$ cat src/rtl/lsnm_pkg.sv
// ----------------------------------------------------------------------------
// lsnm_pkg
// Shared types and constants for the node stack with per-node marks.
// ----------------------------------------------------------------------------
package lsnm_pkg;

  localparam int CAPACITY_DEFAULT = 1024;
  localparam int NODE_W           = 10;
  localparam int NODE_SPAN        = 1 << NODE_W;
  localparam int CFG_W            = 11;
  localparam int CMD_W            = 2;
  localparam int STATUS_W         = 2;
  localparam int MARK_W           = 2;

  localparam logic [CFG_W-1:0] CFG_RESET = CFG_W'(1024);

  typedef enum logic [CMD_W-1:0] {
    CMD_PUSH  = 2'd0,
    CMD_POP   = 2'd1,
    CMD_CLEAR = 2'd2,
    CMD_NOP   = 2'd3
  } cmd_t;

  typedef enum logic [STATUS_W-1:0] {
    STS_DONE  = 2'd0,
    STS_FULL  = 2'd1,
    STS_EMPTY = 2'd2,
    STS_RANGE = 2'd3
  } status_t;

  typedef enum logic [MARK_W-1:0] {
    MARK_WHITE = 2'd0,
    MARK_GRAY  = 2'd1,
    MARK_BLACK = 2'd2,
    MARK_RSVD  = 2'd3
  } mark_t;

  // controller -> datapath
  typedef struct packed {
    logic latch_in;
    logic eval;
    logic sweep;
  } lsnm_cmd_t;

  // datapath -> controller
  typedef struct packed {
    logic is_clear;
    logic out_free;
    logic sweep_last;
  } lsnm_sts_t;

endpackage

$ cat src/rtl/lsnm_ctrl.sv
// ----------------------------------------------------------------------------
// lsnm_ctrl
// Sequencer: accept, memory read, evaluate/commit, and mark sweep.
// ----------------------------------------------------------------------------
module lsnm_ctrl
  import lsnm_pkg::*;
(
  input  logic      clk,
  input  logic      rst,
  input  logic      in_valid,
  output logic      in_ready,
  input  lsnm_sts_t sts,
  output lsnm_cmd_t cmd
);

  typedef enum logic [3:0] {
    ST_IDLE  = 4'b0001,
    ST_READ  = 4'b0010,
    ST_EVAL  = 4'b0100,
    ST_SWEEP = 4'b1000
  } state_t;

  state_t state, state_next;

  always_ff @(posedge clk) begin
    if (rst) begin
      state <= ST_SWEEP;
    end else begin
      state <= state_next;
    end
  end

  always_comb begin
    state_next   = state;
    in_ready     = 1'b0;
    cmd.latch_in = 1'b0;
    cmd.eval     = 1'b0;
    cmd.sweep    = 1'b0;
    unique case (state)
      ST_IDLE: begin
        in_ready     = 1'b1;
        cmd.latch_in = in_valid;
        if (in_valid) begin
          state_next = ST_READ;
        end
      end
      ST_READ: begin
        state_next = ST_EVAL;
      end
      ST_EVAL: begin
        if (sts.out_free) begin
          cmd.eval   = 1'b1;
          state_next = sts.is_clear ? ST_SWEEP : ST_IDLE;
        end
      end
      ST_SWEEP: begin
        cmd.sweep = 1'b1;
        if (sts.sweep_last) begin
          state_next = ST_IDLE;
        end
      end
      default: begin
        state_next = ST_IDLE;
      end
    endcase
  end

endmodule

$ cat config.mk
export PLATFORM = sky130hd
export DESIGN_NAME = lsnm_ctrl
export DESIGN_NICKNAME = d
export VERILOG_FILES = /design/src/rtl/lsnm_pkg.sv /design/src/rtl/lsnm_ctrl.sv
export SDC_FILE = /design/constraint.sdc
export NUM_CORES = 1
export LEC_CHECK = 0
export ABC_CLOCK_PERIOD_IN_PS = 2100
export BUFFER_PORTS_ARGS = -buffer_cell sky130_fd_sc_hd__buf_2
export CORE_AREA = 2 2 39 41
export DETAILED_ROUTE_END_ITERATION = 10
export DIE_AREA = 0 0 41 43
export SLEW_MARGIN = 20
export SYNTH_ARGS = -nofsm -noshare
export SYNTH_HDL_FRONTEND = slang
export SYNTH_SLANG_ARGS = --single-unit
$ cat constraint.sdc
create_clock -name clk -period 2.1 [get_ports clk]
set_input_delay 0.315 -clock clk [delete_from_list [all_inputs] [get_ports clk]]
set_output_delay 0.315 -clock clk [all_outputs]
set_load 0.005 [all_outputs]
==> results, run 1 <==
- The number of nets in the synthesized netlist is 32.
- The TritonCTS clock tree is yes.
- The cts-stage hold buffer count is 0.
- At the pin with the least slew margin, the transition time is between 0.2 and 0.25 ns.
- The count of nets left with antenna violations after detail routing is 0.
- The floorplan step set the die width to between 40 and 50 um.
- For this run, asynchronously set or reset flops after synthesis account for 0%.
- Relative to the synthesized area, the layout overhead comes to 37.8%.
- The worst hold path passes through 2 cells.
- Ranked by total cell area, the synthesized netlist is headed by sky130_fd_sc_hd__dfxtp_1 35%, sky130_fd_sc_hd__o21ai_0 6.5%, sky130_fd_sc_hd__nor3b_1 6.5%.
- The final number of hold-violating endpoints is 0.
- The overall overflow remaining after global route is 0.
- Counting flops and latches in the post-synthesis netlist gives 4.
- The number of buffers inserted during clock tree synthesis is 3.
- The clock power share is ~44%.
- In this run the cell area measured after placement is 297 sq um.
- The detailed placement HPWL is ~440 um.
- Sorting the synthesized cells by how often they occur yields 4 x sky130_fd_sc_hd__dfxtp_1, 3 x sky130_fd_sc_hd__o21ai_0, 2 x sky130_fd_sc_hd__a21oi_1, 2 x sky130_fd_sc_hd__inv_1, 2 x sky130_fd_sc_hd__nor3b_1.
- The worst register-to-register path begins at state[1].
- The endpoint of the worst hold-timing path is state[0].
- Of the synthesized area, sequential elements account for between 30% and 40%.
- Of the cells placed in the final design, the portion with a size suffix greater than 1 is between 40% and 50%.
- The maximum clock skew at final layout is 0.000232 ns.
- The antenna diode count is 0.
- Yosys instantiated no cell more often than sky130_fd_sc_hd__dfxtp_1.
- The number of vias in the routed layout is between 200 and 250.
- The proportion of power drawn by flip-flops and latches is just over 40%.
- The iteration-0 DRC count of the detailed router is 3.
- The root buffer cell chosen for the clock tree is sky130_fd_sc_hd__clkbuf_4.
- The dominant register cell in the synthesized netlist is sky130_fd_sc_hd__dfxtp_1.
- The row count is 14.
- For this design, the sink count on the clock tree is 4.
- In this run, the combinational gates consume 15.1% of the power.
- The post-route standard cell area excluding fillers is approximately 320 sq um.
- The number of cells on the worst reg-to-reg path is 3.
- The detailed-route wire length is roughly 530 um.
- The number of buffers between clock root and the deepest sink is 2.
- In this run the worst path has a maximum fanout of 5.
- The flip-flop count of the largest register, all copies and words added is 4.
- Clock-pin slew was measured on the worst setup and hold paths at 0.03 ns.
- The area of the placeable core is approximately 1400 sq um.
- Setup violations remaining at the end of the flow were counted as 0.
- The upper clock frequency limit is 629 MHz.
- Dividing the detail-routed via count by the number of cells gives around 4.5.
- The tool flagged a number of max-cap violations equal to 0.
- The worst-skew pair later-pin latency is between 0.2 and 0.25 ns.
- The number of buffers inserted by post-CTS setup repair is 0.
- The die covers 1760 sq um.
- The via count of the first global-routing pass came to about 260.
- After layout, the worst setup slack is around 0.5 ns.
- The global-route wire length before repair is about 910 um.
- Pin placement for this block handled 10 I/O pins.
- The setup slack on the worst flop-to-flop path is around 0.9 ns.
- Synthesis produced a netlist whose cell count is 26.
- The number of antenna violations at the first check in global routing came to 0.
- In the final timing run, aggregate negative setup slack is 0 ns.
- Prior to clock tree synthesis, the placed netlist has a worst setup slack of about 0.76 ns.
- The switching share of total power is a little under a quarter.
- The highest ir drop seen on vdd is about 190 uV.
- The internal power of the cells totals 163 uW.
- The ratio of final minimum period to clock period is between 70% and 80%.
- The cell taking the most area after synthesis is sky130_fd_sc_hd__dfxtp_1.
- The starting density of the core is 16.7%.
- In the final layout, the registers with the most flip-flops are state x4.
- The count of synthesis-stage warnings from yosys is 0.
- In this run the critical register-to-register path is captured at state[3].
- The type of origin of the critical path is a register.
- After detailed routing, the average wire length per cell comes to slightly below 10 um.
- Summing every instance area after synthesis gives 231 sq um.
- The congestion estimate from routability-driven global placement came to roughly 0.69.
- After layout, the design draws a total of 210 uW.
- Excluding fillers, the count of instances in the completed layout stands at 54.
- Setup repair after global routing left no endpoint under its margin.
- The count of pins over their slew limit is 0.
- The data arrival time of the worst path is 1.27 ns.
- The worst min-delay path category is input pin to register.
- The pre-antenna-repair detailed-routing pass consisted of 4 iterations.
- The fill cell instance count of the final layout is approximately 170.
- The count of instances resized after the clock tree is built is 0.
- The post-layout net count is 46.
- The maximum level of the CTS H-tree is 1.
- The number of placed instances, taps included is 51.
- The hold slack is 0.293 ns.
- The startpoint identified for the worst hold timing path is rst.
- At the end of the flow the core is filled with cells to 23.1%.
- The critical path is of the register to primary output type.
- The global router's overall resource usage is between 7 and 8%.
- Yosys mapped the design onto 18 distinct sky130hd cell types.
- The switching power summed over all nets is 47.8 uW.
- The die height is 43 um.
- Entering global routing, the biggest net connects 8 pins.
- For this design the static power due to leakage is ~0.14 nW.
- The number of input and output port buffers inserted is 9.
- The flow ran to the end, and the final reports show no timing, DRC or antenna violations.
- For this run, design rule violations remaining after detail routing come to 0.
- Power spread over the standard cell area amounts to about 660 nW/um^2.
- The worst setup path is captured at a primary output.
- The worst pin sits at a relative slew slack of 84.6%.
- A synthesized cell averages 8.90 sq um.
- The post-route minimum period is 1.59 ns.
- Data on the critical path is required at its endpoint by between 1.5 and 2 ns.
- The area fraction of the dominant cell type after synthesis is about a third.
- Counting flops with a built-in enable in the synthesized netlist gives 0.
- The largest register by flop count is state.
## routing by layer
layer	track usage [%]	vias up	share of wire [%]
met2	12.5	4	55
met4	6.00	0	0
met1	7.37	117	38
met5	0	-	0
li1	-	121	-
met3	1.57	0	7.0
## placed cells by master, fill, tap and decap left out
cell type	Yosys	routed
sky130_fd_sc_hd__and3b_1	1	1
sky130_fd_sc_hd__clkbuf_4	0	3
sky130_fd_sc_hd__nor2b_2	1	1
sky130_fd_sc_hd__nor4_1	1	1
sky130_fd_sc_hd__a221o_1	1	1
sky130_fd_sc_hd__and3_1	1	1
sky130_fd_sc_hd__buf_2	0	9
sky130_fd_sc_hd__nor3b_1	2	2
sky130_fd_sc_hd__nor2_1	1	1
sky130_fd_sc_hd__and4b_4	1	1
sky130_fd_sc_hd__a21oi_1	2	2
sky130_fd_sc_hd__nor3b_2	1	1
sky130_fd_sc_hd__and2_2	1	1
sky130_fd_sc_hd__inv_1	2	2
sky130_fd_sc_hd__and2b_1	1	1
sky130_fd_sc_hd__o31ai_1	1	1
sky130_fd_sc_hd__nor3_1	1	1
sky130_fd_sc_hd__nand2b_1	1	1
sky130_fd_sc_hd__dfxtp_1	4	4
sky130_fd_sc_hd__o21ai_0	3	3
## logic make-up (layout without fill, tap and decap cells)
family,Yosys count,after routing,share of synthesized area (%)
AND/OR/NAND/NOR,13,13,43.8
buffers and inverters,2,14,3.24
flip-flops,4,4,34.6
AO/OA/AOI/OAI,7,7,18.4
## cell type report
class                      count  area [sq um]  area share (%)
clock buffer                   3          22.5            7.06
inverter                       2          7.51            2.35
multi-input combinational     20           144            45.1
sequential                     4          80.1            25.1
tap                           16          20.0            6.27
timing repair buffer           9          45.0            14.1
## worst max-delay path by stage
stage	startpoint	endpoint	slack, ns	cells past startpoint
final	state[0]	cmd[2]	0.51	4
after floorplan	state[0]	cmd[2]	0.89	3
after CTS	state[0]	cmd[2]	0.50	4
after global placement	state[0]	cmd[2]	0.80	4
after global routing	state[0]	cmd[2]	0.40	4
after detailed placement	state[0]	cmd[2]	0.76	4
## power by group through the flow
stage / Combinational [mW] / Sequential, mW / Clock [mW]
6_report: 0.0317 / 0.0868 / 0.0920
5_1_grt: 0.0361 / 0.0875 / 0.101
4_1_cts: 0.0323 / 0.0865 / 0.0980
3_5_place_dp: 0.0321 / 0.0877 / 0
3_3_place_gp: 0.0319 / 0.0873 / 0
2_1_floorplan: 0.0187 / 0.0863 / 0
## critical path: stages (launching register included)
cell and delay (ns):
sky130_fd_sc_hd__dfxtp_1 0.37, sky130_fd_sc_hd__nor2b_2 0.17, sky130_fd_sc_hd__nor3b_2 0.22, sky130_fd_sc_hd__and2_2 0.18
sky130_fd_sc_hd__buf_2 0.10
No activity file was read; power rests on OpenSTA's default activity.
==> run 2: changes to the inputs <==
--- a/config.mk
+++ b/config.mk
@@ -5,7 +5,7 @@
 export SDC_FILE = /design/constraint.sdc
 export NUM_CORES = 1
 export LEC_CHECK = 0
-export ABC_CLOCK_PERIOD_IN_PS = 2100
+export ABC_CLOCK_PERIOD_IN_PS = 1500
 export BUFFER_PORTS_ARGS = -buffer_cell sky130_fd_sc_hd__buf_2
 export CORE_AREA = 2 2 39 41
 export DETAILED_ROUTE_END_ITERATION = 10
==> constraint.sdc (replaced) <==
create_clock -name clk -period 1.5 [get_ports clk]
set_input_delay 0.225 -clock clk [delete_from_list [all_inputs] [get_ports clk]]
set_output_delay 0.225 -clock clk [all_outputs]
set_load 0.005 [all_outputs]
==> run 2 against run 1 <==
Combinational power grew 68%; sequential share of layout area fell by 0.83 points; first-iteration DRC count shrank 33%; register-to-register slack got worse by 0.64 ns; critical path depth is the same; clock skew about the same; utilization grew 1.5 points; final cell count increased by 1.9%; critical endpoint unchanged; via count decreased by 2.1%; routed wire length is 0.95% higher; die area unchanged.
==> results, run 2 (synthesized netlist as in run 1, its figures left out) <==
- The number of sinks driven by the clock tree was 4 (unchanged).
- The area used by sequential logic in the layout is 82.6 sq um (was 80.1 sq um).
- The number of buffers between clock root and the deepest sink is 2 (unchanged).
- The upper clock frequency limit is between 700 and 800 MHz.
- The most used routing layer in global routing is met2 (unchanged).
- The max-cap check violation count is 0 (unchanged).
- Of the available clock period, the critical path in the final layout requires a little over nine tenths.
- The number of optimization iterations in the first detailed-route pass is 2 (was 4).
- The row count is 14 (unchanged).
- The cell depth of the worst hold path is 2 (unchanged).
- The startpoint of the worst setup timing path is state[0] (unchanged).
- The via-per-instance ratio came to 4.31 (was 4.48).
- The met1 capacity usage during global routing came to 7.40% (was 7.37%).
- The beginning of the worst register-to-register path is state[1] (unchanged).
- The antenna diode count is 0 (unchanged).
- The count of nets left with antenna violations after detail routing came to 0 (unchanged).
- The average routed wire per standard cell came to 9.71 um (was 9.80 um).
- The final number of hold-violating endpoints is 0 (unchanged).
- The worst-skew pair later-pin latency came to 0.23 ns (about the same).
- The worst min-delay path category is input pin to register (unchanged).
- The critical path class is register to primary output (unchanged).
- The power per standard cell area is 892 nW/um^2 (was 659 nW/um^2).
- The pin slew with the least headroom to its limit is 0.251 ns (was 0.228 ns).
- The I/O pin count was 10 (unchanged).
- The floorplan die area is 1760 sq um (unchanged).
- The setup TNS is 0 ns (unchanged).
- The end of the worst register-to-register path is state[3] (unchanged).
- The overall overflow remaining after global route came to 0 (unchanged).
- Commonest non-fill, non-tap cells in the layout: 9 x sky130_fd_sc_hd__buf_2, 3 x sky130_fd_sc_hd__o21ai_0, 3 x sky130_fd_sc_hd__clkbuf_4 (was 9 x sky130_fd_sc_hd__buf_2, 4 x sky130_fd_sc_hd__dfxtp_1, 3 x sky130_fd_sc_hd__o21ai_0, 3 x sky130_fd_sc_hd__clkbuf_4).
- The highest ir drop seen on vdd is 291 uV (was 191 uV).
- The area of the placeable core came to 1380 sq um (unchanged).
- The startpoint of the lowest-slack hold path is rst (unchanged).
- The post-route standard cell area excluding fillers was 340 sq um (was 319 sq um).
- The starting density of the core is 16.7% (unchanged).
- The cell count of the worst reg-to-reg path came to 3 (unchanged).
- The global-route wire length before repair came to 814 um (was 910 um).
- The endpoint of the worst hold-timing path is state[0] (unchanged).
- The leakage power figure was 0.151 nW (was 0.142 nW).
- Outcome: finished clean (unchanged).
- The post-synthesis to final-layout area growth is 47.0% (was 37.8%).
- The number of antenna violations at the first check in global routing is 0 (unchanged).
- The die height is 43 um (unchanged).
- The iteration-0 DRC count of the detailed router is 2 (was 3).
- The data arrival time of the worst path is 1.20 ns (was 1.27 ns).
- The area after detailed placement is 297 sq um (unchanged).
- The TritonCTS clock tree is yes (unchanged).
- The number of buffers inserted during clock tree synthesis came to 3 (unchanged).
- The setup slack on the worst flop-to-flop path is 0.27 ns (was 0.91 ns).
- The fill cell instance count of the final layout is 157 (was 166).
- The final weighted congestion in routability-driven placement is 0.661 (was 0.686).
- The type of origin of the critical path is a register (unchanged).
- The met3 usage in global routing came to 1.57% (unchanged).
- The clock root buffer is sky130_fd_sc_hd__clkbuf_4 (unchanged).
- The maximum number of pins on one net before global-route repair is 8 (unchanged).
- The required arrival time at the worst endpoint is 1.27 ns (was 1.78 ns).
- The number of design rule violations left after detail routing is 0 (unchanged).
- The number of input and output port buffers inserted came to 9 (unchanged).
- The met2 global-route usage is 10.6% (was 12.5%).
- The count of pins over their slew limit is 0 (unchanged).
- The most common cell after layout, fill and taps aside was sky130_fd_sc_hd__buf_2 (unchanged).
- RSZ-0062 raised after global routing: no (unchanged).
- The largest register by flop count is state (unchanged).
- The die boundary width is 41 um (unchanged).
- The number of vias in the routed layout is 237 (was 242).
- The post-layout net count is 47 (was 46).
- The flip-flop count of the largest register, all copies and words added is 4 (unchanged).
- The via count of the first global-routing pass was 225 (was 263).
- The worst slew slack as a fraction of its limit is 83.2% (was 84.6%).
- The detailed-route wire length is 534 um (was 529 um).
- The biggest fanout along the worst timing path is 5 (unchanged).
- The critical path capture point type is a primary output (unchanged).
- The utilization after layout is 24.6% (was 23.1%).
- The global router's overall resource usage was 6.93% (was 7.52%).
- The maximum clock skew at final layout is 0.000457 ns (was 0.000232 ns).
- The clock edge transition at the registers on the reported setup and hold paths is 0.03 ns (about the same).
- The hold slack came to 0.201 ns (was 0.293 ns).
- The maximum level of the CTS H-tree is 1 (unchanged).
- Largest registers: state x4 (unchanged).
- The clock period could shrink to ~1.4 ns.
- The area taken by multi-input logic gates is 155 sq um (was 144 sq um).
- The setup-violating endpoint count in the final report is 0 (unchanged).
- The proportion of layout cells with a drive suffix above 1 is 48.7% (was 42.1%).
==> run 2: cell count changes in the layout (fill, tap and decap cells not counted), sizes merged <==
cell and delta:
buf +1
==> run 2: per-stage QoR <==
stage / std cells / setup WS (ns) / total power [mW]
2_1_floorplan: 26 / 0.385 / 0.147
3_3_place_gp: 51 / 0.274 / 0.167
3_5_place_dp: 51 / 0.250 / 0.168
4_1_cts: 54 / 0.00152 / 0.303
5_1_grt: 55 / 0.0130 / 0.323
6_report: 55 / 0.0799 / 0.304
==> run 2: worst max-delay path by stage <==
| stage | endpoint | slack (ns) | depth (start not counted) |
|---|---|---|---|
| 6_report | cmd[2] | 0.08 | 4 |
| 5_1_grt | cmd[2] | 0.01 | 4 |
| 4_1_cts | cmd[2] | 0.002 | 4 |
| 3_5_place_dp | cmd[2] | 0.25 | 4 |
| 3_3_place_gp | cmd[2] | 0.27 | 4 |
| 2_1_floorplan | cmd[2] | 0.38 | 3 |
==> run 2: metal layers <==
| layer | part of all wire (%) | vias to the layer above | routed length [um] |
|---|---|---|---|
| li1 | - | 122 | - |
| met1 | 37 | 111 | 196 |
| met2 | 57 | 4 | 303 |
| met3 | 6.6 | 0 | 35 |
| met4 | 0 | 0 | 0 |
| met5 | 0 | - | 0 |
==> run 2: where the power goes <==
part           switching, mW  internal (mW)  total [mW]
Combinational         0.0207         0.0327      0.0533
Clock                 0.0379         0.0891       0.127
Sequential           0.00926          0.114       0.123
==> run 2: area by class of cell <==
class                   count  area share, %
flip-flops and latches      4           24.3
multi-input cells          20           45.6
repair buffers             10           15.4
clock buffers               3           6.62
inverters                   2           2.21
well taps                  16           5.88
==> run 2: critical path, stage by stage (launching register included) <==
cell and delay (ns):
sky130_fd_sc_hd__dfxtp_2 0.34, sky130_fd_sc_hd__nor2b_4 0.15, sky130_fd_sc_hd__nor3b_4 0.20, sky130_fd_sc_hd__and2_2 0.17, sky130_fd_sc_hd__buf_2 0.11
==> run 2: what timing repair did <==
item,CTS,global route
setup endpoints to repair,0,1
hold buffers,0,0
endpoints found under the hold margin,0,0
setup buffers,0,1
gates resized for setup,0,4
==> run 3: changes to the inputs <==
--- a/config.mk
+++ b/config.mk
@@ -5,11 +5,11 @@
 export SDC_FILE = /design/constraint.sdc
 export NUM_CORES = 1
 export LEC_CHECK = 0
-export ABC_CLOCK_PERIOD_IN_PS = 1500
+export ABC_CLOCK_PERIOD_IN_PS = 1400
 export BUFFER_PORTS_ARGS = -buffer_cell sky130_fd_sc_hd__buf_2
-export CORE_AREA = 2 2 39 41
+export CORE_AREA = 4 4 41 43
 export DETAILED_ROUTE_END_ITERATION = 10
-export DIE_AREA = 0 0 41 43
+export DIE_AREA = 0 0 45 47
 export SLEW_MARGIN = 20
 export SYNTH_ARGS = -nofsm -noshare
 export SYNTH_HDL_FRONTEND = slang
==> constraint.sdc (replaced) <==
create_clock -name clk -period 1.4 [get_ports clk]
set_input_delay 0.21 -clock clk [delete_from_list [all_inputs] [get_ports clk]]
set_output_delay 0.21 -clock clk [all_outputs]
set_load 0.005 [all_outputs]
==> run 3 against run 2 <==
Sequential share of layout area decreased by 1.7 points; first-iteration DRC count rose to 3.5 times the previous value; non-clock buffer count grew 3; setup slack worse by 0.053 ns; critical path depth did not move; clock power grew 9%; final area up 11%; final cell count up 3.6%; sequential cell count did not move; global-route usage increased by 0.19 points; register-to-register slack lost 0.09 ns; critical path type unchanged.
==> results, run 3 (synthesized netlist as in run 1, its figures left out) <==
- The area after detailed placement is 295 sq um (was 297 sq um).
- The number of buffers between clock root and the deepest sink is 2 (unchanged).
- The maximum level of the CTS H-tree was 1 (unchanged).
- The I/O pin count came to 10 (unchanged).
- The global router's overall resource usage came to 7.11% (was 6.93%).
- The setup slack on the worst flop-to-flop path was 0.18 ns (was 0.27 ns).
- The routed design could run at a clock period as short as around 1.4 ns.
- The utilization after layout is 29.0% (was 24.6%).
- The longest individual stage delay on the worst path was 0.34 ns (about the same).
- The proportion of layout cells with a drive suffix above 1 was 52.4% (was 48.7%).
- The global-route wire length before repair is 1020 um (was 814 um).
- Outcome: finished clean (unchanged).
- The highest ir drop seen on vdd is 266 uV (was 291 uV).
- The clock root buffer was sky130_fd_sc_hd__clkbuf_4 (unchanged).
- The worst slew slack as a fraction of its limit was 83.3% (was 83.2%).
- The setup-violating endpoint count in the final report is 0 (unchanged).
- The number of buffers and inverters on the critical path was 1 (unchanged).
- The data arrival time of the worst path was 1.16 ns (was 1.20 ns).
- The wire length on met1 is 238 um (was 196 um).
- The max-cap check violation count is 0 (unchanged).
- The largest register by flop count is state (unchanged).
- The power per standard cell area was 899 nW/um^2 (was 892 nW/um^2).
- Commonest non-fill, non-tap cells in the layout: 7 x sky130_fd_sc_hd__buf_2, 4 x sky130_fd_sc_hd__buf_4, 3 x sky130_fd_sc_hd__o21ai_0, 3 x sky130_fd_sc_hd__clkbuf_4 (was 9 x sky130_fd_sc_hd__buf_2, 3 x sky130_fd_sc_hd__o21ai_0, 3 x sky130_fd_sc_hd__clkbuf_4).
- The post-route standard cell area excluding fillers is 378 sq um (was 340 sq um).
- The most common cell after layout, fill and taps aside is sky130_fd_sc_hd__buf_2 (unchanged).
- The detailed placement HPWL is between 400 and 500 um.
- The cell count of the worst reg-to-reg path came to 3 (unchanged).
- The clock edge transition at the registers on the reported setup and hold paths is 0.03 ns (about the same).
- The number of antenna violations at the first check in global routing was 0 (unchanged).
- The top routing layer in use is met3 (unchanged).
- The starting density of the core is 17.8% (was 16.7%).
- The worst min-delay path category is input pin to register (unchanged).
- The type of origin of the critical path is a register (unchanged).
- The count of pins over their slew limit is 0 (unchanged).
- The maximum number of pins on one net before global-route repair came to 8 (unchanged).
- The number of vias in the routed layout is 257 (was 237).
- The number of buffers inserted during clock tree synthesis is 3 (unchanged).
- The count of cell instances traversed by the critical path came to 4 (unchanged).
- The required arrival time at the worst endpoint is 1.19 ns (was 1.27 ns).
- The via-per-instance ratio came to 4.51 (was 4.31).
- The detailed-routed wire length on met2 is 317 um (was 303 um).
- RSZ-0062 raised after global routing: yes (was no).
- The post-synthesis to final-layout area growth was 63.2% (was 47.0%).
- The cell depth of the worst hold path is 2 (unchanged).
- The kind of cell adding the most delay to the critical path is simple AND/OR/NAND/NOR gates (unchanged).
- The die boundary width is 45 um (was 41 um).
- The TritonCTS clock tree is yes (unchanged).
- The number of optimization iterations in the first detailed-route pass was 2 (unchanged).
- Largest registers: state x4 (unchanged).
- The average routed wire per standard cell is 10.3 um (was 9.71 um).
- The row count was 13 (was 14).
- The antenna diode count is 0 (unchanged).
- The area of the placeable core is 1300 sq um (was 1380 sq um).
- The worst-skew pair later-pin latency was 0.23 ns (about the same).
- The die height is 47 um (was 43 um).
- The number of design rule violations left after detail routing is 0 (unchanged).
- The count of nets left with antenna violations after detail routing is 0 (unchanged).
- The endpoint of the worst hold-timing path is state[0] (unchanged).
- The biggest fanout along the worst timing path is 4 (was 5).
- The end of the worst register-to-register path is state[3] (unchanged).
- The final number of hold-violating endpoints came to 0 (unchanged).
- The critical path class is register to primary output (unchanged).
- The via count of the first global-routing pass is 258 (was 225).
- The ratio of final minimum period to clock period is a little over nine tenths.
- The floorplan die area is 2120 sq um (was 1760 sq um).
- The detailed-route wire length was 585 um (was 534 um).
- The final weighted congestion in routability-driven placement is 0.611 (was 0.661).
- The critical path capture point type is a primary output (unchanged).
- The startpoint of the lowest-slack hold path is rst (unchanged).
- Ordered list of cells on the worst path: nor2b_4, nor3b_4, and2_4, buf_6 (was nor2b_4, nor3b_4, and2_2, buf_2).
- The iteration-0 DRC count of the detailed router is 7 (was 2).
- The flip-flop count of the largest register, all copies and words added came to 4 (unchanged).
- The pin slew with the least headroom to its limit is 0.250 ns (was 0.251 ns).
- The leakage power figure is 0.170 nW (was 0.151 nW).
- The slowest cell on the critical path is sky130_fd_sc_hd__dfxtp_2 (unchanged).
- The number of sinks driven by the clock tree is 4 (unchanged).
- The beginning of the worst register-to-register path was state[1] (unchanged).
- The number of input and output port buffers inserted is 9 (unchanged).
- The overall overflow remaining after global route is 0 (unchanged).
- The maximum clock skew at final layout was 0.00184 ns (was 0.000457 ns).
- The wire length on met3 is 30 um (was 35 um).
- The upper clock frequency limit is ~730 MHz.
- The post-layout net count is 50 (was 47).
## run 3: worst max path at each step
stage	end	slack [ns]	start
after floorplan	state[3]	0.29	state[1]
after global placement	cmd[2]	0.18	state[0]
after detailed placement	cmd[2]	0.16	state[0]
after CTS	cmd[2]	0.01	state[0]
after global routing	cmd[1]	-0.03	state[1]
final	cmd[2]	0.03	state[0]
## run 3: report_power, final
part | switching (mW) | internal (mW) | total, mW
logic | 0.0255 | 0.0469 | 0.0724
registers | 0.00962 | 0.120 | 0.130
clock network | 0.0420 | 0.0955 | 0.138
## run 3: layout make-up
| type | instances | area (sq um) |
|---|---|---|
| Fill cell | 155 | 923 |
| Sequential cell | 4 | 85.1 |
| Inverter | 2 | 7.51 |
| Tap cell | 15 | 18.8 |
| Timing Repair Buffer | 13 | 87.6 |
| Clock buffer | 3 | 22.5 |
| Multi-Input combinational cell | 20 | 156 |
## run 3: repair_timing
item | 4_1_cts | 5_1_grt
hold buffers | 0 | 0
setup buffers | 3 | 1
setup endpoints to repair | 1 | 3
endpoints found under the hold margin | 0 | 0
gates resized for setup | 6 | 2
pin swaps | 1 | 1
## run 3: metal layers
| metal | up-vias | GRT usage, % |
|---|---|---|
| met5 | - | 0 |
| li1 | 128 | - |
| met2 | 4 | 10.5 |
| met1 | 125 | 7.06 |
| met4 | 0 | 7.02 |
| met3 | 0 | 3.83 |
## run 3: per-stage QoR
stage	worst slack (ns)	setup TNS, ns	power (mW)	hold slack, ns	std cells
after floorplan	0.291	0	0.158	0.279	26
final	0.0272	0	0.340	0.184	57
after global routing	-0.0263	-0.0495	0.367	0.187	57
after global placement	0.176	0	0.179	0.432	50
after CTS	0.0103	0	0.345	0.179	56
after detailed placement	0.158	0	0.180	0.433	50
